$ cat src/rtl/hsvnc_pkg.sv
// ----------------------------------------------------------------------------
// hsvnc_pkg
// Shared types and constants for the HSV nearest-sample pixel classifier.
// ----------------------------------------------------------------------------
package hsvnc_pkg;

  localparam int WEIGHT_W  = 12;
  localparam int FILTER_W  = 13;
  localparam int PROD_W    = 20;  // 12-bit weight times 8-bit difference
  localparam int DIST_W    = 22;  // sum of three products, units of 1/256
  localparam int FRAC_W    = 8;   // fraction bits of a weight and a distance
  localparam int PROB_W    = 17;
  localparam int RND_W     = 16;
  localparam int CFG_IDX_W = 2;
  localparam int DIV_STEPS = 17;  // one quotient bit per step
  localparam int DIV_CNT_W = 5;

  localparam logic [WEIGHT_W-1:0] UNIT_WEIGHT         = 12'd256;
  localparam logic [FILTER_W-1:0] DEFAULT_FILTER_SIZE = 13'd50;

  localparam logic [1:0] MODE_ADD      = 2'd0;
  localparam logic [1:0] MODE_CLASSIFY = 2'd1;
  localparam logic [1:0] MODE_CLEAR    = 2'd2;

  localparam logic [CFG_IDX_W-1:0] REG_WEIGHT_HUE        = 2'd0;
  localparam logic [CFG_IDX_W-1:0] REG_WEIGHT_SATURATION = 2'd1;
  localparam logic [CFG_IDX_W-1:0] REG_WEIGHT_VALUE      = 2'd2;
  localparam logic [CFG_IDX_W-1:0] REG_FILTER_SIZE       = 2'd3;

  typedef struct packed {
    logic [7:0] hue;
    logic [7:0] saturation;
    logic [7:0] brightness;
  } hsv_t;

  typedef struct packed {
    logic [1:0]       mode;
    logic [7:0]       hue;
    logic [7:0]       saturation;
    logic [7:0]       brightness;
    logic [RND_W-1:0] random_fraction;
  } in_item_t;

  typedef struct packed {
    logic                selected;
    logic [PROB_W-1:0]   probability;
    logic [FILTER_W-1:0] min_distance;
    logic                table_full;
  } out_item_t;

  typedef struct packed {
    logic [WEIGHT_W-1:0] hue;
    logic [WEIGHT_W-1:0] saturation;
    logic [WEIGHT_W-1:0] brightness;
  } weights_t;

  typedef enum logic [2:0] {
    ST_IDLE,
    ST_SCAN,
    ST_DRAIN,
    ST_DIV,
    ST_DONE
  } state_t;

endpackage

$ cat src/rtl/hsvnc_sample_mem.sv
// ----------------------------------------------------------------------------
// hsvnc_sample_mem
// Sample table: one write port, one read port with registered read data.
// ----------------------------------------------------------------------------
module hsvnc_sample_mem #(
  parameter int DEPTH = 64,
  parameter int AW    = 6
) (
  input  logic            clk,
  input  logic            wr_en,
  input  logic [AW-1:0]   wr_addr,
  input  hsvnc_pkg::hsv_t wr_data,
  input  logic [AW-1:0]   rd_addr,
  output hsvnc_pkg::hsv_t rd_data
);
  import hsvnc_pkg::*;

  hsv_t mem [DEPTH];
  hsv_t rd_data_r;

  always_ff @(posedge clk) begin
    if (wr_en) begin
      mem[wr_addr] <= wr_data;
    end
  end

  always_ff @(posedge clk) begin
    rd_data_r <= mem[rd_addr];
  end

  assign rd_data = rd_data_r;

endmodule

$ cat src/rtl/hsvnc_dist.sv
// ----------------------------------------------------------------------------
// hsvnc_dist
// Two-stage weighted L1 distance: products registered, then their sum.
// ----------------------------------------------------------------------------
module hsvnc_dist (
  input  logic                         clk,
  input  logic                         rst_n,
  input  logic                         in_vld,
  input  hsvnc_pkg::hsv_t              pixel,
  input  hsvnc_pkg::hsv_t              sample,
  input  hsvnc_pkg::weights_t          weights,
  output logic                         dist_vld,
  output logic [hsvnc_pkg::DIST_W-1:0] dist_sum,
  output logic                         busy
);
  import hsvnc_pkg::*;

  function automatic logic [7:0] absdiff(input logic [7:0] a, input logic [7:0] b);
    absdiff = (a > b) ? (a - b) : (b - a);
  endfunction

  logic              s1_vld_r;
  logic              s2_vld_r;
  logic [PROD_W-1:0] prod_h_r;
  logic [PROD_W-1:0] prod_s_r;
  logic [PROD_W-1:0] prod_v_r;
  logic [DIST_W-1:0] dist_r;
  logic [DIST_W-1:0] dist_nxt;

  always_ff @(posedge clk) begin
    if (!rst_n) begin
      s1_vld_r <= 1'b0;
      s2_vld_r <= 1'b0;
    end else begin
      s1_vld_r <= in_vld;
      s2_vld_r <= s1_vld_r;
    end
  end

  always_ff @(posedge clk) begin
    prod_h_r <= PROD_W'(weights.hue) * PROD_W'(absdiff(pixel.hue, sample.hue));
    prod_s_r <= PROD_W'(weights.saturation) *
                PROD_W'(absdiff(pixel.saturation, sample.saturation));
    prod_v_r <= PROD_W'(weights.brightness) *
                PROD_W'(absdiff(pixel.brightness, sample.brightness));
  end

  assign dist_nxt = DIST_W'(prod_h_r) + DIST_W'(prod_s_r) + DIST_W'(prod_v_r);

  always_ff @(posedge clk) begin
    dist_r <= dist_nxt;
  end

  assign dist_vld = s2_vld_r;
  assign dist_sum = dist_r;
  assign busy     = s1_vld_r | s2_vld_r;

endmodule

$ cat src/rtl/hsvnc_div.sv
// ----------------------------------------------------------------------------
// hsvnc_div
// Restoring divider: quotient = dividend * 65536 / divisor, one bit a cycle.
// Requires dividend <= divisor, so the quotient fits 17 bits.
// ----------------------------------------------------------------------------
module hsvnc_div (
  input  logic                           clk,
  input  logic                           rst_n,
  input  logic                           start,
  input  logic [hsvnc_pkg::FILTER_W-1:0] dividend,
  input  logic [hsvnc_pkg::FILTER_W-1:0] divisor,
  output logic                           done,
  output logic [hsvnc_pkg::PROB_W-1:0]   quotient
);
  import hsvnc_pkg::*;

  logic                 busy_r;
  logic                 done_r;
  logic [DIV_CNT_W-1:0] cnt_r;
  logic [FILTER_W-1:0]  rem_r;
  logic [FILTER_W-1:0]  rem_nxt;
  logic [PROB_W-1:0]    q_r;
  logic [FILTER_W:0]    shifted;
  logic [FILTER_W:0]    diff;
  logic                 ge;

  always_comb begin
    // first step tests the dividend itself, later steps bring in a zero bit
    shifted = (cnt_r == DIV_CNT_W'(DIV_STEPS)) ? {1'b0, rem_r} : {rem_r, 1'b0};
    ge      = shifted >= {1'b0, divisor};
    diff    = shifted - {1'b0, divisor};
    rem_nxt = ge ? diff[FILTER_W-1:0] : shifted[FILTER_W-1:0];
  end

  always_ff @(posedge clk) begin
    if (!rst_n) begin
      busy_r <= 1'b0;
      done_r <= 1'b0;
      cnt_r  <= '0;
    end else begin
      done_r <= 1'b0;
      if (start) begin
        busy_r <= 1'b1;
        cnt_r  <= DIV_CNT_W'(DIV_STEPS);
      end else if (busy_r) begin
        cnt_r <= cnt_r - 1'b1;
        if (cnt_r == DIV_CNT_W'(1)) begin
          busy_r <= 1'b0;
          done_r <= 1'b1;
        end
      end
    end
  end

  always_ff @(posedge clk) begin
    if (start) begin
      rem_r <= dividend;
      q_r   <= '0;
    end else if (busy_r) begin
      rem_r <= rem_nxt;
      q_r   <= {q_r[PROB_W-2:0], ge};
    end
  end

  assign done     = done_r;
  assign quotient = q_r;

endmodule

$ cat src/rtl/hsv_nearest_sample_pixel_classifier_unit.sv
// ----------------------------------------------------------------------------
// hsv_nearest_sample_pixel_classifier_unit
// Classifies HSV pixels by weighted L1 distance to a table of stored samples.
// Add, clear and unused-mode items go straight to the done state, which loads
// their result into the output register once it is free. A classify item
// scans the stored samples, drains the distance pipeline and then, unless no
// sample lies closer than the filter size, runs the divider before the done
// state: the sample memory gives one entry per cycle to a two-stage distance
// unit, and the probability then comes from a 17-step divider. One item is
// worked on at a time; the next input transfer is taken the cycle after the
// result is loaded into the output register, so a held output stalls the
// input. No clearing pass is needed after reset. Weights and filter size are
// written through cfg_*.
// ----------------------------------------------------------------------------
module hsv_nearest_sample_pixel_classifier_unit #(
  parameter int MAX_SAMPLES = 64
) (
  input  logic                            clk,
  input  logic                            rst_n,
  input  logic                            in_valid,
  output logic                            in_stall,
  input  hsvnc_pkg::in_item_t             in_data,
  output logic                            out_valid,
  input  logic                            out_stall,
  output hsvnc_pkg::out_item_t            out_data,
  input  logic                            cfg_we,
  input  logic [hsvnc_pkg::CFG_IDX_W-1:0] cfg_index,
  input  logic [hsvnc_pkg::FILTER_W-1:0]  cfg_wdata
);
  import hsvnc_pkg::*;

  localparam int AW = (MAX_SAMPLES > 1) ? $clog2(MAX_SAMPLES) : 1;
  localparam int CW = $clog2(MAX_SAMPLES + 1);

  state_t              state_r, state_nxt;
  logic [WEIGHT_W-1:0] wh_r, ws_r, wv_r;
  logic [FILTER_W-1:0] fs_r;
  logic [CW-1:0]       count_r, count_nxt;
  logic [CW-1:0]       idx_r, idx_nxt;
  logic [DIST_W-1:0]   best_r, best_nxt;
  hsv_t                pix_r, pix_nxt;
  logic [RND_W-1:0]    rnd_r, rnd_nxt;
  out_item_t           res_r, res_nxt;
  out_item_t           out_data_r;
  logic                out_valid_r;
  logic                rd_vld_r;

  logic                in_xfer;
  logic                mem_we;
  logic                rd_issue;
  logic                div_start;
  logic                out_load;
  hsv_t                wr_sample;
  hsv_t                rd_sample;
  weights_t            weights;
  logic                dist_vld;
  logic [DIST_W-1:0]   dist_sum;
  logic                dist_busy;
  logic                div_done;
  logic [PROB_W-1:0]   quotient;
  logic [DIST_W-FRAC_W-1:0] mind_w;
  logic [FILTER_W-1:0] div_num;

  assign in_xfer   = in_valid && !in_stall;
  assign in_stall  = (state_r != ST_IDLE);
  assign wr_sample = '{hue: in_data.hue, saturation: in_data.saturation,
                       brightness: in_data.brightness};
  assign weights   = '{hue: wh_r, saturation: ws_r, brightness: wv_r};
  assign mind_w    = best_r[DIST_W-1:FRAC_W];
  assign div_num   = fs_r - mind_w[FILTER_W-1:0];

  // configuration registers
  always_ff @(posedge clk) begin
    if (!rst_n) begin
      wh_r <= UNIT_WEIGHT;
      ws_r <= UNIT_WEIGHT;
      wv_r <= UNIT_WEIGHT;
      fs_r <= DEFAULT_FILTER_SIZE;
    end else if (cfg_we) begin
      case (cfg_index)
        REG_WEIGHT_HUE:        wh_r <= cfg_wdata[WEIGHT_W-1:0];
        REG_WEIGHT_SATURATION: ws_r <= cfg_wdata[WEIGHT_W-1:0];
        REG_WEIGHT_VALUE:      wv_r <= cfg_wdata[WEIGHT_W-1:0];
        REG_FILTER_SIZE:       fs_r <= (cfg_wdata == '0) ? FILTER_W'(1) : cfg_wdata;
        default: ;
      endcase
    end
  end

  hsvnc_sample_mem #(
    .DEPTH (MAX_SAMPLES),
    .AW    (AW)
  ) u_mem (
    .clk     (clk),
    .wr_en   (mem_we),
    .wr_addr (count_r[AW-1:0]),
    .wr_data (wr_sample),
    .rd_addr (idx_r[AW-1:0]),
    .rd_data (rd_sample)
  );

  hsvnc_dist u_dist (
    .clk      (clk),
    .rst_n    (rst_n),
    .in_vld   (rd_vld_r),
    .pixel    (pix_r),
    .sample   (rd_sample),
    .weights  (weights),
    .dist_vld (dist_vld),
    .dist_sum (dist_sum),
    .busy     (dist_busy)
  );

  hsvnc_div u_div (
    .clk      (clk),
    .rst_n    (rst_n),
    .start    (div_start),
    .dividend (div_num),
    .divisor  (fs_r),
    .done     (div_done),
    .quotient (quotient)
  );

  always_comb begin
    state_nxt = state_r;
    count_nxt = count_r;
    idx_nxt   = idx_r;
    best_nxt  = best_r;
    pix_nxt   = pix_r;
    rnd_nxt   = rnd_r;
    res_nxt   = res_r;
    mem_we    = 1'b0;
    rd_issue  = 1'b0;
    div_start = 1'b0;
    out_load  = 1'b0;

    // running minimum over distances leaving the pipeline
    if (dist_vld && (dist_sum < best_r)) begin
      best_nxt = dist_sum;
    end

    case (state_r)
      ST_IDLE: begin
        if (in_xfer) begin
          res_nxt   = '0;
          state_nxt = ST_DONE;
          case (in_data.mode)
            MODE_ADD: begin
              if (count_r == CW'(MAX_SAMPLES)) begin
                res_nxt.table_full = 1'b1;
              end else begin
                mem_we    = 1'b1;
                count_nxt = count_r + 1'b1;
              end
            end
            MODE_CLEAR: begin
              count_nxt = '0;
            end
            MODE_CLASSIFY: begin
              pix_nxt   = wr_sample;
              rnd_nxt   = in_data.random_fraction;
              best_nxt  = DIST_W'({fs_r, {FRAC_W{1'b0}}});
              idx_nxt   = '0;
              state_nxt = ST_SCAN;
            end
            default: ;
          endcase
        end
      end
      ST_SCAN: begin
        if (idx_r < count_r) begin
          rd_issue = 1'b1;
          idx_nxt  = idx_r + 1'b1;
        end else begin
          state_nxt = ST_DRAIN;
        end
      end
      ST_DRAIN: begin
        if (!rd_vld_r && !dist_busy) begin
          if (mind_w >= (DIST_W-FRAC_W)'(fs_r)) begin
            res_nxt.min_distance = fs_r;
            state_nxt            = ST_DONE;
          end else begin
            res_nxt.min_distance = mind_w[FILTER_W-1:0];
            div_start            = 1'b1;
            state_nxt            = ST_DIV;
          end
        end
      end
      ST_DIV: begin
        if (div_done) begin
          res_nxt.probability = quotient;
          res_nxt.selected    = quotient > PROB_W'(rnd_r);
          state_nxt           = ST_DONE;
        end
      end
      ST_DONE: begin
        // hold until the output register is free
        if (!out_valid_r || !out_stall) begin
          out_load  = 1'b1;
          state_nxt = ST_IDLE;
        end
      end
      default: state_nxt = ST_IDLE;
    endcase
  end

  always_ff @(posedge clk) begin
    if (!rst_n) begin
      state_r     <= ST_IDLE;
      count_r     <= '0;
      idx_r       <= '0;
      rd_vld_r    <= 1'b0;
      out_valid_r <= 1'b0;
    end else begin
      state_r     <= state_nxt;
      count_r     <= count_nxt;
      idx_r       <= idx_nxt;
      rd_vld_r    <= rd_issue;
      out_valid_r <= out_load || (out_valid_r && out_stall);
    end
  end

  always_ff @(posedge clk) begin
    best_r <= best_nxt;
    pix_r  <= pix_nxt;
    rnd_r  <= rnd_nxt;
    res_r  <= res_nxt;
    if (out_load) begin
      out_data_r <= res_r;
    end
  end

  assign out_valid = out_valid_r;
  assign out_data  = out_data_r;

  a_count_bound: assert property (@(posedge clk) disable iff (!rst_n)
    count_r <= CW'(MAX_SAMPLES))
    else $error("sample count beyond table depth");

  a_read_in_scan: assert property (@(posedge clk) disable iff (!rst_n)
    rd_vld_r |-> (state_r == ST_SCAN || state_r == ST_DRAIN))
    else $error("memory read returned outside of a scan");

  a_div_done_state: assert property (@(posedge clk) disable iff (!rst_n)
    div_done |-> state_r == ST_DIV)
    else $error("divider finished outside of the divide state");

  a_best_bound: assert property (@(posedge clk) disable iff (!rst_n)
    (state_r == ST_SCAN || state_r == ST_DRAIN) |-> best_r <= DIST_W'({fs_r, {FRAC_W{1'b0}}}))
    else $error("running minimum above the filter size");

  a_classify_scan: assert property (@(posedge clk) disable iff (!rst_n)
    (in_xfer && in_data.mode == MODE_CLASSIFY) |=> state_r == ST_SCAN)
    else $error("classify transfer did not start a scan");

endmodule

$ cat config.mk
export PLATFORM = sky130hd
export DESIGN_NAME = hsv_nearest_sample_pixel_classifier_unit
export DESIGN_NICKNAME = d
export VERILOG_FILES = /design/src/rtl/hsvnc_pkg.sv /design/src/rtl/hsvnc_sample_mem.sv /design/src/rtl/hsvnc_dist.sv /design/src/rtl/hsvnc_div.sv /design/src/rtl/hsv_nearest_sample_pixel_classifier_unit.sv
export SDC_FILE = /design/constraint.sdc
export NUM_CORES = 2
export LEC_CHECK = 0
export ABC_CLOCK_PERIOD_IN_PS = 7400
export BUFFER_PORTS_ARGS = -buffer_cell sky130_fd_sc_hd__buf_2
export CELL_PAD_IN_SITES_DETAIL_PLACEMENT = 1
export CELL_PAD_IN_SITES_GLOBAL_PLACEMENT = 2
export CORE_MARGIN = 1
export CORE_UTILIZATION = 48
export DETAILED_ROUTE_END_ITERATION = 16
export HOLD_SLACK_MARGIN = 0.12
export PLACE_DENSITY = 0.78
export RECOVER_POWER = 25
export SLEW_MARGIN = 20
export SYNTH_ARGS = -nofsm -noshare
export SYNTH_HDL_FRONTEND = slang
export SYNTH_HIERARCHICAL = 1
export SYNTH_SLANG_ARGS = --single-unit
$ cat constraint.sdc
create_clock -name clk -period 7.4 [get_ports clk]
set_input_delay 0.37 -clock clk [delete_from_list [all_inputs] [get_ports clk]]
set_output_delay 0.37 -clock clk [all_outputs]
set_load 0.01 [all_outputs]
==> results.cfg <==
[placed_design]
gp_congestion = 0.861
portBuffers = 95
hpwl_um = 145000

[pwr]
power_frac_comb_pct = 22.7
p_seq_share_pct = 43.5
power_density_nw_per_um2 = 295
p_leak_nw = 33.6
pwr-share-clk_pct = 33.8
p_switching_mw = 8.34
swShare_pct = 29.4
intPower_mw = 20.1
finalPower_mw = 28.4
ir_worst_vdd_uv = 232

[final_layout]
drive_gt1_share_pct = 17.9
fin_nets = 6274
syn_to_final_growth_pct = 12.0

[logic_synthesis]
synth_edf_count = 1653
synth.area.top_cells = edfxtp_1 (58%), mux4_2 (9.3%), dfxtp_1 (5.2%), fa_1 (4.4%), ha_1 (4.2%)
synthArstFlopShare_pct = 0
yosysWarnings = 6
synth_fp_nets = 6026
ys_ff_latch = 1875
synth_cell_type_count = 102
avgSynthCellArea_um2 = 15.7
ys_seq_area_share_pct = 62.9
synth.top_cell.area_share_pct = 57.7
syn_inst = 5483
synth.most_common_cell = edfxtp_1
yosysTopAreaCell = edfxtp_1
syn_area_um2 = 86000
ys_top_cells_by_count = edfxtp_1 (1653), inv_1 (406), mux4_2 (355)
ys.flop_type = edfxtp_1

[clocking]
htreeDepth = 4
cts_inserted_buffers = 190
cts_max_path_buffers = 3
post_cts_buffers = 0
cts_sinks = 1875
cts_tree = yes
worstSkewPairLatency_ns = 0.86
clk_pin_slew_worst_paths_ns = 0.06
clockRootBuffer = clkbuf_16

[worst_setup_path]
critPathKind = flop to flop
crit_path_max_fanout = 10
crit_arrival_ns = 7.75
reg2reg_from = pix_r[0]
critical_path_depth = 26
reg2reg_setup_slack_ns = 0.38
r2r_cells = 26
r2r-end = u_dist/prod_v_r[19]
cp.required_ns = 8.13
slowest_stage = fa_1
endpoint_kind = flop
max_stage_delay_ns = 0.55
startpoint_type = flop
path_delay_family = adder cells
crit_top_cell = fa_1
path_buf_inv = 6

[routing]
wl_per_cell_um = 27.5
ant_nets = 0
vias = 48700
drt-initial-drc-count = 3935
drc_errors = 0
drt-pass1-iter-count = 5
viasPerCell = 5.90
drt-total-wl_um = 227000

[floorplan]
row_count = 155
die-area_um2 = 181000
core_um2 = 178000
chipWidth_um = 425
die_y_um = 425
pin_count = 96
start_util_pct = 48.3

[sta]
rsz0062_at_grt = false
hold_violations = 0
fin_crit_sh_pct = 94.9
setup_tns_ns = 0
fmax_mhz = 142
setup_viol = 0
maxSlewHeadroom_pct = -144
fin_crit_ns = 7.02
worst_pin_slew_ns = 3.65
slew_violations = 1321
fin_skew_ns = 0.0545

[worst_hold_path]
min_from = cfg_index[0]
min_delay_path_depth = 4
hp-class = primary input to flop
holdPathEnd = wv_r[2]

[global_route]
grt_first_pass_wirelength_um = 338000
grt_usage_pct = 25.3
grt.overflow.total = 0
antenna_found_initial = 8
grt_pass1_vias = 51700
grt_max_degree = 101

[status]
violations = capacitance limit, slew limit
outcome = finished, violations left

[flow_run]
drv_cap = 20
-- worst min-delay path: stages --
cell and delay (ns):
buf_2 0.19, nor2_1 0.26, nand2_1 0.14, a21oi_1 0.05
-- layer usage --
metal	track usage, %	share of wire (%)	vias to the layer above
met1	34.2	43	25800
li1	-	-	21300
met2	42.7	50	1351
met4	7.13	2.7	0
met5	0	0	-
met3	3.43	5.2	280
-- area by class of cell --
type                    count  area (um2)
fillers                 16600       81800
inverters                 409        1540
well taps                2355        2950
clock inverters           117        1260
flip-flops and latches   1875       54100
diodes                      7        17.5
multi-input cells        2971       29500
repair buffers            284        2020
clock buffers             235        5010
-- timing repair --
| item | 4_1_cts | 5_1_grt |
|---|---|---|
| gates resized for setup | 0 | 7 |
| hold endpoints to repair | 106 | 55 |
| setup endpoints to repair | 0 | 5 |
| hold buffers | 40 | 4 |
-- logic make-up after synthesis --
family          share of synthesized area [%]
compound gates                           5.80
xor+xnor                                 1.07
fa+ha+maj                                8.65
buf+inv                                  3.15
flops                                    62.9
mux                                      12.3
simple gates                             6.20
-- how the worst max path moves through the flow --
stage / startpoint / end / slack (ns)
2_1_floorplan: pix_r[16] / u_dist/prod_h_r[18] / 0.97
3_3_place_gp: pix_r[0] / u_dist/prod_v_r[19] / 0.40
3_5_place_dp: pix_r[0] / u_dist/prod_v_r[19] / 0.19
4_1_cts: pix_r[16] / u_dist/prod_h_r[18] / 0.16
5_1_grt: pix_r[0] / u_dist/prod_v_r[16] / 0.006
6_report: pix_r[0] / u_dist/prod_v_r[19] / 0.38
-- layout by cell type, fill, tap and decap left out, types with 53 or more instances in the layout --
cell       Yosys  routed
a21o_1        53      53
a21oi_1      180     179
a221oi_1      55      55
and2_1        86      86
buf_2         62      87
buf_4         35     124
clkbuf_1      95      60
clkbuf_16      0     191
dfxtp_1      222     216
edfxtp_1    1653    1653
fa_1         190     190
ha_1         291     291
inv_1        406     405
mux2_2        70      70
mux2i_1      173     173
mux4_2       355     355
nand2_1      286     286
nand2b_1      65      65
nor2_1       217     152
nor2_2         2      63
nor2b_1      134     134
o21ai_0       62      62
o22ai_1       59      59
xnor2_1       72      71
-- power groups by stage --
stage	registers (mW)	logic (mW)	clock network, mW
2_1_floorplan	12.5	4.64	0
3_3_place_gp	12.6	6.35	0
3_5_place_dp	12.6	6.47	0
4_1_cts	12.4	6.54	9.80
5_1_grt	12.4	7.19	10.1
6_report	12.4	6.45	9.60
-- metrics by stage --
step | utilization [%] | hold slack (ns) | instance area (um2) | cells | worst slack (ns)
floorplan | - | 0.400 | 86000 | 5483 | 0.968
global placement | 50.3 | 0.402 | 89700 | 7849 | 0.404
detailed placement | 50.3 | 0.406 | 89700 | 7850 | 0.190
CTS | 54.1 | 0.135 | 96400 | 8242 | 0.158
global route | 54.1 | 0.228 | 96400 | 8247 | 0.00596
finish | 54.1 | 0.259 | 96400 | 8253 | 0.380
-- registers in the layout, indices dropped and copies added, names as in the netlist, 22 cells and up --
signal           flops
u_mem/rd_data       24
res_r               32
best_r              22
out_data            32
pix_r               24
u_dist/dist_sum     22
u_mem/mem         1536
No activity file was read; power rests on OpenSTA's default activity.
